==> src/hw/rtl/brc_pkg.sv <==
// ----------------------------------------------------------------------------
// brc_pkg: shared types and constants for the byte recurrence checksum
// Widths of the message word, the recurrence terms and the position counter,
// the recurrence coefficients and the state record passed to the term unit.
// ----------------------------------------------------------------------------
package brc_pkg;

  localparam int unsigned DATA_W = 8;
  localparam int unsigned TERM_W = 16;
  localparam int unsigned POS_W  = 8;

  localparam logic [TERM_W-1:0] SEED_OFFSET = 16'd7;
  localparam logic [POS_W-1:0]  ALPHA_MUL   = 8'd17;
  localparam logic [POS_W-1:0]  BETA_MUL    = 8'd31;
  localparam logic [TERM_W:0]   FOLD_MOD    = 17'd65535;

  // Recurrence state carried from one byte to the next.
  typedef struct packed {
    logic [TERM_W-1:0] prev_term;
    logic [TERM_W-1:0] cur_term;
    logic [POS_W-1:0]  byte_position;
  } brc_state_t;

endpackage

==> src/hw/rtl/brc_term.sv <==
// ----------------------------------------------------------------------------
// brc_term: next term of the checksum recurrence
// Forms (byte + alpha) * cur - beta * prev as a magnitude and a sign, folds the
// magnitude modulo 65535 and applies the 2^64 wrap for a negative difference.
// ----------------------------------------------------------------------------
module brc_term import brc_pkg::*; (
  input  logic [DATA_W-1:0] data_byte,
  input  brc_state_t        state,
  output logic [TERM_W-1:0] next_term
);

  logic [POS_W-1:0]  alpha;
  logic [POS_W-1:0]  beta;
  logic [DATA_W:0]   coef_a;
  logic [24:0]       prod_a;
  logic [23:0]       prod_b;
  logic              neg;
  logic [24:0]       mag;
  logic [TERM_W:0]   fold_sum;
  logic [TERM_W-1:0] rem;

  assign alpha  = POS_W'(state.byte_position * ALPHA_MUL);
  assign beta   = POS_W'(state.byte_position * BETA_MUL);
  assign coef_a = (DATA_W+1)'(data_byte) + (DATA_W+1)'(alpha);
  assign prod_a = 25'(coef_a) * 25'(state.cur_term);
  assign prod_b = 24'(beta) * 24'(state.prev_term);

  assign neg = prod_a < 25'(prod_b);
  assign mag = neg ? (25'(prod_b) - prod_a) : (prod_a - 25'(prod_b));

  // 2^16 is 1 modulo 65535, so the upper bits simply add onto the lower half.
  assign fold_sum = 17'(mag[24:16]) + 17'(mag[15:0]);
  assign rem      = (fold_sum >= FOLD_MOD) ? TERM_W'(fold_sum - FOLD_MOD)
                                           : TERM_W'(fold_sum);

  // A negative difference wraps modulo 2^64, which leaves (1 - rem) mod 65535.
  always_comb begin
    if (!neg) begin
      next_term = rem;
    end else if (rem == '0) begin
      next_term = TERM_W'(1);
    end else if (rem == TERM_W'(1)) begin
      next_term = '0;
    end else begin
      next_term = TERM_W'(17'h10000 - 17'(rem));
    end
  end

endmodule

==> src/hw/rtl/byte_recurrence_checksum_unit.sv <==
// ----------------------------------------------------------------------------
// byte_recurrence_checksum_unit: 16-bit recurrence checksum over a byte stream
// Message bytes enter on the in_ channel, one word per byte, with
// in_last_byte marking the final byte. One checksum word leaves on the out_
// channel for each message, and non-final bytes produce nothing.
// A byte is registered on acceptance and, once it may move on, the term
// unit updates the recurrence state; for a final byte the checksum is loaded
// into the output register at the same edge, and out_valid rises with it.
// One byte is taken every cycle unless a final byte waits for the output
// register; the rate is set by the state update through the two multipliers.
// While a checksum waits under out_stall, non-final bytes keep flowing; a
// further final byte waits in the input register and raises in_stall.
// Reset empties both registers and returns the recurrence to the start of a
// message (previous term one, current term zero, position zero).
// ----------------------------------------------------------------------------
module byte_recurrence_checksum_unit import brc_pkg::*; (
  input  logic              clk,
  input  logic              rst_n,
  input  logic              in_valid,
  output logic              in_stall,
  input  logic [DATA_W-1:0] in_data_byte,
  input  logic              in_last_byte,
  output logic              out_valid,
  input  logic              out_stall,
  output logic [TERM_W-1:0] out_checksum
);

  logic              in_vld_r;
  logic [DATA_W-1:0] in_data_r;
  logic              in_last_r;
  brc_state_t        state_r, state_nxt;
  logic              first_r, first_nxt;
  logic              out_vld_r;
  logic [TERM_W-1:0] out_sum_r;
  logic [TERM_W-1:0] term;
  logic [TERM_W-1:0] cur_upd;
  logic              fire;
  logic              in_take;

  brc_term u_term (
    .data_byte (in_data_r),
    .state     (state_r),
    .next_term (term)
  );

  // A final byte may only move on when the output register is free or not stalled.
  assign fire     = in_vld_r && (!in_last_r || !out_vld_r || !out_stall);
  assign in_stall = in_vld_r && !fire;
  assign in_take  = in_valid && !in_stall;

  assign cur_upd = first_r ? (TERM_W'(in_data_r) + SEED_OFFSET) : term;

  always_comb begin
    state_nxt = state_r;
    first_nxt = first_r;
    if (fire) begin
      if (in_last_r) begin
        state_nxt.prev_term     = TERM_W'(1);
        state_nxt.cur_term      = '0;
        state_nxt.byte_position = '0;
        first_nxt               = 1'b1;
      end else begin
        state_nxt.prev_term     = first_r ? TERM_W'(1) : state_r.cur_term;
        state_nxt.cur_term      = cur_upd;
        state_nxt.byte_position = state_r.byte_position + POS_W'(1);
        first_nxt               = 1'b0;
      end
    end
  end

  always_ff @(posedge clk) begin
    if (!rst_n) begin
      in_vld_r                <= 1'b0;
      out_vld_r               <= 1'b0;
      first_r                 <= 1'b1;
      state_r.prev_term       <= TERM_W'(1);
      state_r.cur_term        <= '0;
      state_r.byte_position   <= '0;
    end else begin
      state_r <= state_nxt;
      first_r <= first_nxt;
      if (in_take) begin
        in_vld_r <= 1'b1;
      end else if (fire) begin
        in_vld_r <= 1'b0;
      end
      if (fire && in_last_r) begin
        out_vld_r <= 1'b1;
      end else if (!out_stall) begin
        out_vld_r <= 1'b0;
      end
    end
  end

  always_ff @(posedge clk) begin
    if (in_take) begin
      in_data_r <= in_data_byte;
      in_last_r <= in_last_byte;
    end
    if (fire && in_last_r) begin
      out_sum_r <= cur_upd;
    end
  end

  assign out_valid    = out_vld_r;
  assign out_checksum = out_sum_r;

  // A checksum only appears after a final byte has gone through the term unit.
  a_out_from_last: assert property (@(posedge clk) disable iff (!rst_n)
    $rose(out_vld_r) |-> $past(fire && in_last_r))
    else $error("checksum raised without a final byte");

  // The recurrence is back at the start of a message after a final byte.
  a_clear_after_last: assert property (@(posedge clk) disable iff (!rst_n)
    (fire && in_last_r) |=> (first_r && state_r.byte_position == '0))
    else $error("state not cleared after final byte");

  // Whenever a message is due to start, the state holds its cleared values.
  a_first_is_clear: assert property (@(posedge clk) disable iff (!rst_n)
    first_r |-> (state_r.prev_term == TERM_W'(1) && state_r.cur_term == '0
                 && state_r.byte_position == '0))
    else $error("message start with stale recurrence state");

  // A middle byte advances the position by exactly one.
  a_pos_step: assert property (@(posedge clk) disable iff (!rst_n)
    (fire && !in_last_r && !first_r) |=>
      (state_r.byte_position == $past(state_r.byte_position) + POS_W'(1)))
    else $error("byte position did not advance");

endmodule
==> config.mk <==
export PLATFORM = sky130hd
export DESIGN_NAME = byte_recurrence_checksum_unit
export DESIGN_NICKNAME = d
export VERILOG_FILES = /design/src/hw/rtl/brc_pkg.sv /design/src/hw/rtl/brc_term.sv /design/src/hw/rtl/byte_recurrence_checksum_unit.sv
export SDC_FILE = /design/constraint.sdc
export NUM_CORES = 1
export LEC_CHECK = 0
export ABC_AREA = 1
export BUFFER_PORTS_ARGS = -buffer_cell sky130_fd_sc_hd__buf_4
export CAP_MARGIN = 20
export CORE_AREA = 4 4 233 167
export DETAILED_ROUTE_END_ITERATION = 7
export DIE_AREA = 0 0 237 171
export GPL_ROUTABILITY_DRIVEN = 0
export SLEW_MARGIN = 20
export SYNTH_ARGS = -nofsm -noshare
export SYNTH_HDL_FRONTEND = slang
export SYNTH_HIERARCHICAL = 1
export SYNTH_SLANG_ARGS = --single-unit
==> constraint.sdc <==
create_clock -name clk -period 12.25 [get_ports clk]
set_input_delay 2.45 -clock clk [delete_from_list [all_inputs] [get_ports clk]]
set_output_delay 2.45 -clock clk [all_outputs]
set_load 0.02 [all_outputs]
==> flow_summary.toml, run 1 <==
[finish]
nFillCells = 3470
nets = 3010
area_delta_synth_final_pct = 25.6
multi_input_area_um2 = 13200
regArea_um2 = 1620
antenna_cells = 0
drive_gt1_frac = 0.235

[cts]
cts_htree_levels = 3
clock_path_buffers = 2
insertion_delay_ns = 0.34
cts-root-buf = "clkbuf_16"
cts_tree = "built"
path_clk_slew_ns = 0.06
cts.sinks = 68
ctsHoldBuffers = 0
cts_made_buffers = 9

[global_routing]
grt_pass1_wl_mm = 81.0
grt_usage = 0.247
grt_pass1_vias = 15500
grt_max_degree = 41
antenna_found_initial = 0
overflow = 0

[logic_synthesis]
synthTopCellsByCount = "nand2_1 (519), inv_1 (507), fa_1 (198)"
synthDistinctLibCells = 54
syn_nets = 2684
synth-seq-area-share = 0.0989
synth_area_per_cell_um2 = 7.08
yosysWarningCount = 6
ys_top_cells_by_area = "fa_1 (24%), ha_1 (13%), nand2_1 (12%)"
synthSimpleGateAreaFrac = 0.241
yosys.cell_count.top_type = "nand2_1"
synth_area_leader_cell = "fa_1"
async_reset_ff_frac = 0
synth_top_area_frac = 0.243
synth_fa_ha_area_frac = 0.374
synth_edf_count = 25
synth_top_family_by_area = "adder cells"
synth_ff_type = "dfxtp_1"
synth_xor_area_frac = 0.0527
ys_ff_latch = 68
synth_cells = 2302
syn-cell-area_um2 = 16300
synth_mux_area_frac = 0.00123
synth-compound-area-share = 0.0927

[setup_path]
end_kind = "register"
path_class = "reg2reg"
worst_path_max_delay_cell = "fa_1"
max_stage_delay_ns = 0.57
start_kind = "register"
crit_required_ns = 12.35
crit_fanout = 8
worstPathArrival_ns = 12.84
crit_path_frequent_cell = "nand2_1"

[floorplan]
ioPinCount = 31
core.rowCount = 59
dieArea_um2 = 40500
die_w_um = 237
coreArea_um2 = 36700
die_y_um = 171
start_util = 0.444

[routing]
vias = 15800
dr.first_iter.drc_count = 1373
vias_per_cell = 5.08
wire_per_inst_um = 16.0
ant_nets = 0
dr.pass1.iters = 5
drc_errors = 0
wl_mm = 49.9

[sta]
min_period_over_period = 1.04
maxSlewViolCount = 0
fmax_mhz = 78.5
finalClockSkew_ns = 0.00693
worst_pin_slew_ns = 1.09
slew_headroom = 0.274
setup_slack_ns = -0.490
holdWs_ns = 0.544
hold_viol = 0
rsz0062_at_grt = "yes"
fin_crit_ns = 12.74
setup_viol = 32

[hold_path]
hp-class = "reg2reg"

[run_status]
outcome = "finished, violations left"
violations = "setup timing"

[placement]
pre_cts_ws_ns = -1.02
io_buffers = 30
dp_hpwl_mm = 41.8

[run]
cap_violations = 0
timing repair:
item	4_1_cts	5_1_grt
resized for setup	99	72
setup endpoints to repair	32	32
pin swaps	84	55
buffers inserted	32	7
cloned	2	0
stage by stage:
stage | TNS [ns] | util | instance area, um2 | cells
final | -12.01 | 0.558 | 20500 | 3121
after global routing | -37.54 | 0.558 | 20500 | 3121
after CTS | -11.66 | 0.550 | 20200 | 3114
after detailed placement | -27.92 | 0.525 | 19200 | 3066
after global placement | -17.64 | 0.525 | 19200 | 3066
after floorplan | -3.55 | - | 16500 | 2302
worst paths after layout:
kind                               end  cells after the start  slack, ns               startpoint
max reg2reg  out_checksum[7]$_DFFE_PP_                     76      -0.49  state_r[0]$_SDFFE_PN0P_
min reg2reg      in_vld_r$_SDFFE_PN0P_                      2       0.54    in_vld_r$_SDFFE_PN0P_
max          out_checksum[7]$_DFFE_PP_                     76      -0.49  state_r[0]$_SDFFE_PN0P_
min              in_vld_r$_SDFFE_PN0P_                      2       0.54    in_vld_r$_SDFFE_PN0P_
routing by layer:
| layer | GRT usage | wire length, um |
|---|---|---|
| met3 | 0.0448 | 4240 |
| met4 | 0.0261 | 394 |
| met2 | 0.368 | 20800 |
| met1 | 0.384 | 24400 |
| met5 | 0 | 0 |
cell families (layout without fill, tap and decap cells):
group,Yosys count,after routing
simple gates,917,919
buf+inv,578,907
fa+ha+maj,369,369
compound gates,270,270
xor+xnor,98,98
flops,68,68
mux,2,2
critical path: cells and delay by family (launching register included):
family | cells | cell delay, ns
AOI/OAI and AO/OA | 15 | 2.04
adders and majority gates | 11 | 4.51
and+or+nand+nor | 32 | 3.54
buffers and inverters | 14 | 1.18
xor gates and xnor gates | 4 | 0.91
DFF | 1 | 0.33
layout make-up:
| class | count | share of cell area |
|---|---|---|
| multi-input cells | 1658 | 0.643 |
| repair buffers | 372 | 0.140 |
| inverters | 519 | 0.0955 |
| flip-flops and latches | 68 | 0.0791 |
| well taps | 488 | 0.0298 |
| clock buffers | 9 | 0.0110 |
| clock inverters | 7 | 0.00208 |
sequential cells by signal (all words and copies together), names as in the netlist:
| name | flops |
|---|---|
| state_r | 40 |
| out_checksum | 16 |
| in_data_r | 8 |
| first_r | 1 |
| in_last_r | 1 |
| in_vld_r | 1 |
| out_valid | 1 |
cells in the final DEF (no fill, tap or decap), types with 19 or more instances in the layout:
cell type  synthesis  layout
xor2_1            70      61
buf_4              3     358
a21oi_2            4      19
nand4_1           24      24
fa_1             198     197
inv_2             12      28
o21ai_0           58      40
nand3_1           95      86
a21oi_1          141     126
xnor2_1           28      25
edfxtp_1          25      25
nor2_1           191     172
nor2_4             9      20
o21ai_1           14      21
nand2_1          519     489
ha_1             171     158
inv_1            507     488
dfxtp_1           43      39
nand2_2           20      47
Power of run 1 is left out: the tool's default activity adds up to more than one toggle a clock period on the data nets, which glitch-free logic cannot reach.
==> run 2, diff against run 1 <==
Settings changed: REMOVE_ABC_BUFFERS from default to 1.
==> run 2 against run 1 <==
The run still ends with setup timing left; first-iteration DRC count decreased by 8.8%; wire length increased by 1.4%; setup slack worse by 0.35 ns; register-to-register slack lost 0.35 ns; via count is 0.65% higher; critical path type unchanged; highest routed layer unchanged.
==> flow_summary.toml, run 2 (synthesized netlist as in run 1, its figures left out) <==
[sta]
setup_slack_ns = -0.840
finalClockSkew_ns = 0.0129
fin_crit_ns = 13.09
setup_viol = 32
rsz0062_at_grt = "yes"
fmax_mhz = 76.4
maxSlewViolCount = 0
hold_viol = 0
worst_pin_slew_ns = 1.06
slew_headroom = 0.293
min_period_over_period = 1.07

[routing]
ant_nets = 0
wl_mm = 50.6
vias_per_cell = 5.07
wl_met3_mm = 3.32
wire_per_inst_um = 16.1
top_layer = "met4"
drc_errors = 0
dr.first_iter.drc_count = 1252
wl_met1_mm = 24.0
dr.pass1.iters = 5
dr_wl_met2_mm = 22.2
vias = 15900

[cts]
cts_tree = "built"
insertion_delay_ns = 0.34
cts_htree_levels = 3
cts.sinks = 68
cts_made_buffers = 9
path_clk_slew_ns = 0.06
ctsHoldBuffers = 0
clock_path_buffers = 2
cts-root-buf = "clkbuf_16"

[run]
cap_violations = 0

[global_routing]
grt_usage = 0.243
antenna_found_initial = 0
grt_max_degree = 41
grt_pass1_vias = 15700
grt_pass1_wl_mm = 80.1
overflow = 0

[setup_path]
end_kind = "register"
critPathCapture = "out_checksum[5]$_DFFE_PP_"
path_class = "reg2reg"
crit_path_frequent_cell = "nand2_1"
crit_required_ns = 12.34
startpoint = "state_r[1]$_SDFFE_PN0P_"
max_stage_delay_ns = 0.55
r2r_cells = 78
worstPathArrival_ns = 13.18
regToRegSetupSlack_ns = -0.84
crit_fanout = 7
r2r-end = "out_checksum[5]$_DFFE_PP_"
r2r-start = "state_r[1]$_SDFFE_PN0P_"
start_kind = "register"
worst_path_max_delay_cell = "fa_1"

[hold_path]
hp-class = "reg2reg"
worstHoldStart = "in_vld_r$_SDFFE_PN0P_"

[finish]
nets = 3037
final_cell_mix = "inv_1 (491), nand2_1 (481), buf_4 (378), fa_1 (197), nor2_1 (167)"
final_core_util = 0.572
nFillCells = 3403
area_delta_synth_final_pct = 28.9
antenna_cells = 0
mostFrequentLayoutCell = "inv_1"
drive_gt1_frac = 0.253
largest_reg_flops = 40
regMostFlops = "state_r"

[run_status]
outcome = "finished, violations left"
violations = "setup timing"

[placement]
io_buffers = 30
dp_hpwl_mm = 41.5

[floorplan]
core.rowCount = 59
dieArea_um2 = 40500
die_w_um = 237
start_util = 0.444
ioPinCount = 31
coreArea_um2 = 36700
die_y_um = 171
run 2: cell types whose count changed in the layout (fill, tap and decap cells not counted), moves of 7 or more:
cell and change:
nand2_1 -8, nand2_4 +11, nand3_1 -10, nand3_2 +9, buf_4 +20, buf_6 +7
run 2: critical path, delay by kind of cell, from the launching register on:
kind / cells / cell delay [ns]
flip-flops: 1 / 0.36
adder cells (fa/ha/maj): 13 / 5.06
XOR/XNOR: 4 / 1.17
buffers and inverters: 10 / 0.76
AO/OA/AOI/OAI: 11 / 1.50
AND/OR/NAND/NOR: 40 / 3.98
run 2: cell type report:
| type | instances | area [um2] | area share |
|---|---|---|---|
| clock buffer | 10 | 239 | 0.0114 |
| clock inverter | 6 | 68.8 | 0.00328 |
| inverter | 519 | 1960 | 0.0931 |
| multi-input combinational | 1658 | 13400 | 0.639 |
| sequential | 68 | 1620 | 0.0770 |
| tap | 488 | 611 | 0.0291 |
| timing repair buffer | 399 | 3090 | 0.147 |
run 2: per-stage QoR:
stage	setup slack [ns]	cells	instance area, um2	setup TNS [ns]	hold slack [ns]
after floorplan	-1.35	2243	16000	-33.61	0.496
after global placement	-1.20	3090	19300	-34.53	0.544
after detailed placement	-1.47	3090	19300	-43.07	0.546
after CTS	-0.629	3135	20400	-17.02	0.555
after global routing	-1.53	3148	21000	-45.59	0.590
final	-0.840	3148	21000	-22.90	0.551
run 2: routing by layer:
metal / vias up / global-route usage
li1: 7746 / -
met2: 493 / 0.380
met3: 72 / 0.0242
met5: - / 0
met1: 7637 / 0.366
met4: 0 / 0.0573
run 2: what timing repair did:
item	in CTS	in global routing
endpoints found under the setup margin	32	32
buffers inserted	28	13
pin swaps	79	73
cloned	2	0
resized for setup	145	120
endpoints found under the hold margin	0	0
run 2: worst min-delay path by stage:
| stage | endpoint | slack, ns | depth (start not counted) |
|---|---|---|---|
| after CTS | in_vld_r$_SDFFE_PN0P_ | 0.55 | 2 |
| after floorplan | state_r[28]$_SDFFE_PN0P_ | 0.50 | 2 |
| after detailed placement | in_vld_r$_SDFFE_PN0P_ | 0.55 | 2 |
| after global placement | state_r[7]$_SDFFE_PN0P_ | 0.54 | 2 |
| after global routing | state_r[7]$_SDFFE_PN0P_ | 0.59 | 2 |
| final | in_vld_r$_SDFFE_PN0P_ | 0.55 | 2 |
Power of run 2 is left out for the same reason.
